### src/rtl/knn_pkg.sv
// ----------------------------------------------------------------------------
// knn_pkg
// Shared widths, types and register codes for the k-NN vote classifier.
// ----------------------------------------------------------------------------
package knn_pkg;

	localparam int MAX_K       = 8;
	localparam int MAX_CLASSES = 16;

	localparam int DIST_W  = 16;
	localparam int LABEL_W = 4;
	localparam int NCLS_W  = 5;
	localparam int NBR_W   = 4;
	localparam int CNT_W   = $clog2(MAX_K + 1);
	localparam int CFG_W   = 5;
	localparam int REG_IDX_W = 1;

	// levels of the pairwise max tree over the class counts
	localparam int CLS_LVLS = $clog2(MAX_CLASSES);

	localparam logic [REG_IDX_W-1:0] REG_NUM_CLASSES    = 1'd0;
	localparam logic [REG_IDX_W-1:0] REG_NEIGHBOR_COUNT = 1'd1;

	localparam logic [NCLS_W-1:0] NUM_CLASSES_RST    = 5'd2;
	localparam logic [NBR_W-1:0]  NEIGHBOR_COUNT_RST = 4'd5;

	typedef struct packed {
		logic [DIST_W-1:0]  distance;
		logic [LABEL_W-1:0] label;
		logic               last;
	} item_t;

	typedef logic [MAX_K-1:0][LABEL_W-1:0]     label_vec_t;
	typedef logic [MAX_CLASSES-1:0][CNT_W-1:0] count_vec_t;

endpackage

### src/rtl/knn_list.sv
// ----------------------------------------------------------------------------
// knn_list
// Sorted list of the k smallest distances; one parallel compare-and-shift
// insertion per transaction, cleared after the last item of a run.
// ----------------------------------------------------------------------------
module knn_list (
	input  logic                      clk,
	input  logic                      arst_n,
	input  logic                      fire,
	input  knn_pkg::item_t            item,
	input  logic [knn_pkg::CNT_W-1:0] k_eff,
	output knn_pkg::label_vec_t       snap_label,
	output logic [knn_pkg::CNT_W-1:0] snap_count
);

	logic [knn_pkg::DIST_W-1:0]  dist_q  [knn_pkg::MAX_K];
	logic [knn_pkg::LABEL_W-1:0] label_q [knn_pkg::MAX_K];
	logic [knn_pkg::CNT_W-1:0]   kept_q;

	logic [knn_pkg::CNT_W-1:0]   n_used;
	logic [knn_pkg::MAX_K-1:0]   gt;
	logic [knn_pkg::DIST_W-1:0]  dist_nx  [knn_pkg::MAX_K];
	logic [knn_pkg::LABEL_W-1:0] label_nx [knn_pkg::MAX_K];

	assign n_used = (kept_q > k_eff) ? k_eff : kept_q;

	// gt[i]: the new item goes at or before slot i (monotonic over i)
	always_comb begin
		for (int i = 0; i < knn_pkg::MAX_K; i++) begin
			gt[i] = (knn_pkg::CNT_W'(i) >= n_used) || (dist_q[i] > item.distance);
		end
	end

	always_comb begin
		for (int i = 0; i < knn_pkg::MAX_K; i++) begin
			if (gt[i] && (i == 0 || !gt[(i == 0) ? 0 : i - 1])) begin
				dist_nx[i]  = item.distance;
				label_nx[i] = item.label;
			end else if (i > 0 && gt[(i == 0) ? 0 : i - 1]) begin
				dist_nx[i]  = dist_q[(i == 0) ? 0 : i - 1];
				label_nx[i] = label_q[(i == 0) ? 0 : i - 1];
			end else begin
				dist_nx[i]  = dist_q[i];
				label_nx[i] = label_q[i];
			end
		end
	end

	// a full list stays full (tail drops off or item is dropped)
	assign snap_count = (n_used == k_eff) ? k_eff : n_used + knn_pkg::CNT_W'(1);

	always_comb begin
		for (int i = 0; i < knn_pkg::MAX_K; i++) begin
			snap_label[i] = label_nx[i];
		end
	end

	always_ff @(posedge clk) begin
		if (fire) begin
			for (int i = 0; i < knn_pkg::MAX_K; i++) begin
				dist_q[i]  <= dist_nx[i];
				label_q[i] <= label_nx[i];
			end
		end
	end

	always_ff @(posedge clk or negedge arst_n) begin
		if (!arst_n) begin
			kept_q <= '0;
		end else if (fire) begin
			kept_q <= item.last ? '0 : snap_count;
		end
	end

endmodule

### src/rtl/knn_tally.sv
// ----------------------------------------------------------------------------
// knn_tally
// Per-class vote counts over the kept entries of one run.
// ----------------------------------------------------------------------------
module knn_tally (
	input  knn_pkg::label_vec_t        labels,
	input  logic [knn_pkg::CNT_W-1:0]  count,
	input  logic [knn_pkg::NCLS_W-1:0] ncls,
	output knn_pkg::count_vec_t        votes
);

	always_comb begin
		for (int c = 0; c < knn_pkg::MAX_CLASSES; c++) begin
			votes[c] = '0;
			for (int i = 0; i < knn_pkg::MAX_K; i++) begin
				if ((knn_pkg::CNT_W'(i) < count) &&
				    (labels[i] == knn_pkg::LABEL_W'(c)) &&
				    (knn_pkg::NCLS_W'(c) < ncls)) begin
					votes[c] = votes[c] + knn_pkg::CNT_W'(1);
				end
			end
		end
	end

endmodule

### src/rtl/knn_argmax.sv
// ----------------------------------------------------------------------------
// knn_argmax
// Pairwise max tree over the class counts; the lower class wins a tie.
// ----------------------------------------------------------------------------
module knn_argmax (
	input  knn_pkg::count_vec_t         votes,
	output logic [knn_pkg::LABEL_W-1:0] win_label,
	output logic [knn_pkg::CNT_W-1:0]   win_votes
);

	logic [knn_pkg::CNT_W-1:0]   cnt_l [knn_pkg::CLS_LVLS+1][knn_pkg::MAX_CLASSES];
	logic [knn_pkg::LABEL_W-1:0] idx_l [knn_pkg::CLS_LVLS+1][knn_pkg::MAX_CLASSES];

	always_comb begin
		for (int l = 0; l <= knn_pkg::CLS_LVLS; l++) begin
			for (int j = 0; j < knn_pkg::MAX_CLASSES; j++) begin
				cnt_l[l][j] = '0;
				idx_l[l][j] = '0;
			end
		end
		for (int j = 0; j < knn_pkg::MAX_CLASSES; j++) begin
			cnt_l[0][j] = votes[j];
			idx_l[0][j] = knn_pkg::LABEL_W'(j);
		end
		for (int l = 0; l < knn_pkg::CLS_LVLS; l++) begin
			for (int j = 0; j < (knn_pkg::MAX_CLASSES >> (l + 1)); j++) begin
				if (cnt_l[l][2*j+1] > cnt_l[l][2*j]) begin
					cnt_l[l+1][j] = cnt_l[l][2*j+1];
					idx_l[l+1][j] = idx_l[l][2*j+1];
				end else begin
					cnt_l[l+1][j] = cnt_l[l][2*j];
					idx_l[l+1][j] = idx_l[l][2*j];
				end
			end
		end
	end

	assign win_label = idx_l[knn_pkg::CLS_LVLS][0];
	assign win_votes = cnt_l[knn_pkg::CLS_LVLS][0];

endmodule

### src/rtl/knn_top_k_vote_classifier_top.sv
// Path: a last item's result passes s1, s2, s3 and the output register.
// Throughput: one item per cycle; an item waits only while a last item sits
// in the input register and s2, s3 and the output are full with out_stall high.
// Rate is set by the combinational insert into the 8-entry list register.
// Reset: list empty, num_classes = 2, neighbor_count = 5, no result pending.
// ----------------------------------------------------------------------------
// knn_top_k_vote_classifier_top
// k-nearest-neighbor classifier: keeps the k smallest distances of a run and
// votes by class label on the last item.
// ----------------------------------------------------------------------------
module knn_top_k_vote_classifier_top (
	input  logic                          clk,
	input  logic                          arst_n,
	// configuration write port
	input  logic                          wr_en,
	input  logic [knn_pkg::REG_IDX_W-1:0] wr_index,
	input  logic [knn_pkg::CFG_W-1:0]     wr_data,
	// candidate items
	input  logic                          in_valid,
	output logic                          in_stall,
	input  logic [knn_pkg::DIST_W-1:0]    distance,
	input  logic [knn_pkg::LABEL_W-1:0]   neighbor_label,
	input  logic                          last,
	// results
	output logic                          out_valid,
	input  logic                          out_stall,
	output logic [knn_pkg::LABEL_W-1:0]   vote_label,
	output logic [knn_pkg::CNT_W-1:0]     winner_votes
);

	// ---------------- configuration ----------------
	logic [knn_pkg::NCLS_W-1:0] num_classes_q;
	logic [knn_pkg::NBR_W-1:0]  neighbor_count_q;
	logic [knn_pkg::CNT_W-1:0]  k_eff;
	logic [knn_pkg::NCLS_W-1:0] ncls_eff;

	always_ff @(posedge clk or negedge arst_n) begin
		if (!arst_n) begin
			num_classes_q    <= knn_pkg::NUM_CLASSES_RST;
			neighbor_count_q <= knn_pkg::NEIGHBOR_COUNT_RST;
		end else if (wr_en) begin
			unique case (wr_index)
				knn_pkg::REG_NUM_CLASSES: begin
					num_classes_q <= wr_data[knn_pkg::NCLS_W-1:0];
				end
				knn_pkg::REG_NEIGHBOR_COUNT: begin
					neighbor_count_q <= wr_data[knn_pkg::NBR_W-1:0];
				end
				default: begin
				end
			endcase
		end
	end

	// clamp both registers into their usable range
	always_comb begin
		if (neighbor_count_q == '0) begin
			k_eff = knn_pkg::CNT_W'(1);
		end else if (neighbor_count_q > knn_pkg::NBR_W'(knn_pkg::MAX_K)) begin
			k_eff = knn_pkg::CNT_W'(knn_pkg::MAX_K);
		end else begin
			k_eff = knn_pkg::CNT_W'(neighbor_count_q);
		end
		if (num_classes_q == '0) begin
			ncls_eff = knn_pkg::NCLS_W'(1);
		end else if (num_classes_q > knn_pkg::NCLS_W'(knn_pkg::MAX_CLASSES)) begin
			ncls_eff = knn_pkg::NCLS_W'(knn_pkg::MAX_CLASSES);
		end else begin
			ncls_eff = num_classes_q;
		end
	end

	// ---------------- pipeline control ----------------
	// Each stage moves when the stage after it is empty or moving. Only a
	// last item needs room in the vote stages, so a plain item in s1 always
	// goes into the list and never blocks the input.
	logic           s1_valid;
	knn_pkg::item_t s1_item;
	logic           s1_hold;
	logic           s1_fire;
	logic           s2_valid;
	logic           s2_ready;
	logic           s3_valid;
	logic           s3_ready;
	logic           out_ready;

	assign out_ready = !out_valid || !out_stall;
	assign s3_ready  = !s3_valid || out_ready;
	assign s2_ready  = !s2_valid || s3_ready;
	assign s1_hold   = s1_valid && s1_item.last && !s2_ready;
	assign s1_fire   = s1_valid && !s1_hold;
	assign in_stall  = s1_hold;

	// ---------------- s1: input register ----------------
	always_ff @(posedge clk or negedge arst_n) begin
		if (!arst_n) begin
			s1_valid <= 1'b0;
		end else if (!s1_hold) begin
			s1_valid <= in_valid;
		end
	end

	always_ff @(posedge clk) begin
		if (!s1_hold && in_valid) begin
			s1_item.distance <= distance;
			s1_item.label    <= neighbor_label;
			s1_item.last     <= last;
		end
	end

	// ---------------- sorted list ----------------
	knn_pkg::label_vec_t       snap_label;
	logic [knn_pkg::CNT_W-1:0] snap_count;

	knn_list u_list (
		.clk        (clk),
		.arst_n     (arst_n),
		.fire       (s1_fire),
		.item       (s1_item),
		.k_eff      (k_eff),
		.snap_label (snap_label),
		.snap_count (snap_count)
	);

	// ---------------- s2: snapshot of the list after the last item ----------
	knn_pkg::label_vec_t       labels_s2;
	logic [knn_pkg::CNT_W-1:0] count_s2;

	always_ff @(posedge clk or negedge arst_n) begin
		if (!arst_n) begin
			s2_valid <= 1'b0;
		end else if (s2_ready) begin
			s2_valid <= s1_fire && s1_item.last;
		end
	end

	always_ff @(posedge clk) begin
		if (s2_ready && s1_fire && s1_item.last) begin
			labels_s2 <= snap_label;
			count_s2  <= snap_count;
		end
	end

	// ---------------- s3: per-class counts ----------------
	knn_pkg::count_vec_t votes;
	knn_pkg::count_vec_t votes_s3;

	knn_tally u_tally (
		.labels (labels_s2),
		.count  (count_s2),
		.ncls   (ncls_eff),
		.votes  (votes)
	);

	always_ff @(posedge clk or negedge arst_n) begin
		if (!arst_n) begin
			s3_valid <= 1'b0;
		end else if (s3_ready) begin
			s3_valid <= s2_valid;
		end
	end

	always_ff @(posedge clk) begin
		if (s3_ready && s2_valid) begin
			votes_s3 <= votes;
		end
	end

	// ---------------- output register: winning class ----------------
	logic [knn_pkg::LABEL_W-1:0] win_label;
	logic [knn_pkg::CNT_W-1:0]   win_votes;

	knn_argmax u_argmax (
		.votes     (votes_s3),
		.win_label (win_label),
		.win_votes (win_votes)
	);

	always_ff @(posedge clk or negedge arst_n) begin
		if (!arst_n) begin
			out_valid <= 1'b0;
		end else if (out_ready) begin
			out_valid <= s3_valid;
		end
	end

	always_ff @(posedge clk) begin
		if (out_ready && s3_valid) begin
			vote_label   <= win_label;
			winner_votes <= win_votes;
		end
	end

endmodule

### config.mk
export PLATFORM = sky130hd
export DESIGN_NAME = knn_top_k_vote_classifier_top
export DESIGN_NICKNAME = d
export VERILOG_FILES = /design/src/rtl/knn_pkg.sv /design/src/rtl/knn_list.sv /design/src/rtl/knn_tally.sv /design/src/rtl/knn_argmax.sv /design/src/rtl/knn_top_k_vote_classifier_top.sv
export SDC_FILE = /design/constraint.sdc
export NUM_CORES = 1
export LEC_CHECK = 0
export BUFFER_PORTS_ARGS = -buffer_cell sky130_fd_sc_hd__buf_2
export CAP_MARGIN = 20
export CORE_MARGIN = 10
export CORE_UTILIZATION = 38
export CTS_CLUSTER_DIAMETER = 120
export DETAILED_ROUTE_END_ITERATION = 16
export GPL_TIMING_DRIVEN = 0
export SYNTH_ARGS = -nofsm -noshare
export SYNTH_HDL_FRONTEND = slang
export SYNTH_SLANG_ARGS = --single-unit
### constraint.sdc
create_clock -name clk -period 8.4 [get_ports clk]
set_input_delay 0.84 -clock clk [delete_from_list [all_inputs] [get_ports clk]]
set_output_delay 0.84 -clock clk [all_outputs]
set_load 0.1 [all_outputs]
==> summary.md <==
| Metric | Value |
|---|---|
| Overflow after GRT | `0` |
| Total GRT Usage | `16.6%` |
| Slew margin rel. | `21.0%` |
| Slew Viols, Final | `0` |
| Crit end category | `register` |
| Clk_lat worst skew | `590 ps` |
| P&R area growth vs syn | `10.2%` |
| Routed WL | `65300 um` |
| Hold Path Class | `in2async` |
| Synth area leader | `edfxtp_1` |
| Final min period | `7290 ps` |
| Syn avg cell area | `10.4 um2` |
| Clock Pin Slew Worst Setup and Hold Paths | `70 ps` |
| Leakage Power | `11.7 nW` |
| Met1 Track Usage GR | `18.7%` |
| GR peak layer | `met2` |
| Cell with the most instances after synthesis | `ha_1` |
| Die area | `0.0767 mm2` |
| Clk_skew | `38.3 ps` |
| First-pass GRT wire length | `103000 um` |
| Vias/cell | `5.48` |
| Antenna violations before repair | `0` |
| Num CTS Buffers | `37` |
| Setup bufs post-CTS | `0` |
| DR vias | `18500` |
| Util after Layout | `42.1%` |
| Clock sink count | `306` |
| Drt wl/cell | `19.3 um` |
| RSZ-0062 raised after global routing | `no` |
| Maxcap violations | `0` |
| Core Region | `0.0656 mm2` |
| Met3 usage | `2.28%` |
| Post-Syn Nets | `2741` |
| Final antenna-violating net count | `0` |
| Ys flop type | `edfxtp_1` |
| Cell Area, Synth | `0.0251 mm2` |
| #FFs+latches synth | `306` |
| Port-buffer cells | `41` |
| H-tree levels | `2` |
| Startpoint types | `register` |
| Sequential area share after synthesis | `36.3%` |
| Ant diodes | `0` |
| GRT met2 Usage | `30.7%` |
| Final Hold Vio Count | `0` |
| Fillers | `6225` |
| CTS tree | `built` |
| Power per Cell Area | `342 mW/mm2` |
| Placer Congestion | `0.983` |
| Syn Inst Count | `2410` |
| F_max | `0.137 GHz` |
| Max VDD drop | `0.000335 V` |
| Yosys top cell area share | `34.6%` |
| CTS root buf | `clkbuf_16` |
| Ys async rst share | `5.56%` |
| Deepest clock path buffer count | `3` |
| Req. time, crit path | `8720 ps` |
| Total power | `0.00945 W` |
| Drt first pass iters | `6` |
| Post-route DRC | `0` |
| Die width | `277 um` |
| Netlist cell types | `95` |
| Io pins | `42` |
| Layout cells sized above 1 | `15.6%` |
| Slew @ Worst Pin | `1180 ps` |
| Floorplan row count | `94` |
| Final net count | `2829` |
| Setup Viol. Count Final | `0` |
| Post-synth EDFFs | `289` |
| Dpl hpwl | `53200 um` |
| Largest net degree at the start of global routing | `65` |
| Vias in the first global route | `18900` |
| Outcome | `finished clean` |
| TNS Setup | `0 ps` |
| Critical Path AT | `7600 ps` |
| Worst-path maximum fanout | `10` |
| Synth top area cells | `edfxtp_1, ha_1, mux2_2, xnor2_1, mux2i_1` |
| CTS Hold Buffers Added | `0` |
| Crit Path Category | `reg2reg` |
| Post-synth top cells | `ha_1, edfxtp_1, nand2_1, mux2_2, inv_1` |
| Die H | `277 um` |
| Starting Density | `38.2%` |
| Post-CTS sizing | `0` |
| Yosys warning total | `0` |
| Final worst-path cycle share | `86.7%` |
| Number of DRC markers in iteration 0 | `1054` |
[cell families after synthesis]
kind of cell             Yosys count  synth area share [%]
adder cells (fa/ha/maj)          299                  14.9
AO/OA/AOI/OAI                    341                  8.88
AND/OR/NAND/NOR                  731                  15.6
flip-flops                       306                  36.3
buffers and inverters            230                  3.60
XOR/XNOR                         217                  8.39
multiplexers                     286                  12.4
[power by group]
group          switching, W  internal [W]
logic               0.00292       0.00202
registers          0.000380       0.00262
clock network      0.000664      0.000852
[per-layer routing]
| layer | part of all wire [%] | vias up |
|---|---|---|
| met1 | 41 | 8963 |
| met4 | 4.5 | 0 |
| met3 | 3.6 | 158 |
| met5 | 0 | - |
| li1 | - | 9046 |
| met2 | 51 | 377 |
[flip-flops by register name, indices dropped and copies added, names as in the netlist]
name and flops:
u_list.dist_q 128, votes_s3 64, labels_s2 32, u_list.label_q 32
s1_item 21, num_classes_q 5, count_s2 4, neighbor_count_q 4
u_list.kept_q 4, vote_label 4, winner_votes 4, out_valid 1
s1_valid 1, s2_valid 1, s3_valid 1
[metrics by stage]
| stage | area, um2 | setup WS, ps | cells | hold slack (ps) |
|---|---|---|---|---|
| floorplan | 25100 | 2320 | 2410 | 448 |
| global placement | 26400 | 1470 | 3315 | 461 |
| detailed placement | 26500 | 1170 | 3323 | 485 |
| CTS | 27600 | 1140 | 3387 | 148 |
| global route | 27600 | 569 | 3387 | 173 |
| finish | 27600 | 1110 | 3387 | 160 |
[critical path: stages, from the launching register on]
cell      delay [ps]
edfxtp_1         410
ha_1             350
and4_1           210
a31oi_1          480
nor2_1            80
a21oi_1          240
inv_1             80
ha_1             350
nand2_1          100
o31a_1           280
o211ai_1         640
mux2i_1          640
inv_1            120
ha_1             340
nor3_1           270
a21oi_1          130
nand3b_1         160
buf_2            240
mux2i_1          350
ha_1             210
nor2b_1           40
o21ai_0          140
nand2b_1          80
a21oi_1          150
a41o_1           100
clkbuf_1         340
inv_1            190
mux2_2           310
[layout by cell type, fill, tap and decap left out, types with 70 or more instances in the layout]
master	instances
nor3_1	70
nand2_1	197
edfxtp_1	289
inv_1	181
mux2i_1	95
ha_1	299
xor2_1	84
nor2_1	112
mux2_2	190
o21ai_0	78
a21oi_1	84
xnor2_1	115
[path summary, 6_finish.rpt]
path	startpoint	to	slack, ps	depth (start not counted)
min in group clk	distance[11]	s1_item[16]	440	1
min reg2reg	s2_valid	s3_valid	460	1
max in group asynchronous	arst_n	neighbor_count_q[2]	7900	1
max	votes_s3[63]	vote_label[2]	1110	27
max reg2reg	votes_s3[63]	vote_label[2]	1110	27
min	arst_n	neighbor_count_q[1]	160	1
[cell type report]
cell class | count | area, um2 | share of cell area, %
plain buffers | 48 | 220 | 0.797
clock inverters | 19 | 174 | 0.629
clock buffers | 45 | 956 | 3.46
well taps | 864 | 1080 | 3.91
inverters | 182 | 683 | 2.47
repair buffers | 49 | 299 | 1.08
multi-input cells | 1874 | 15100 | 54.7
flip-flops and latches | 306 | 9110 | 32.9
Power figures use the tool's default switching activity.
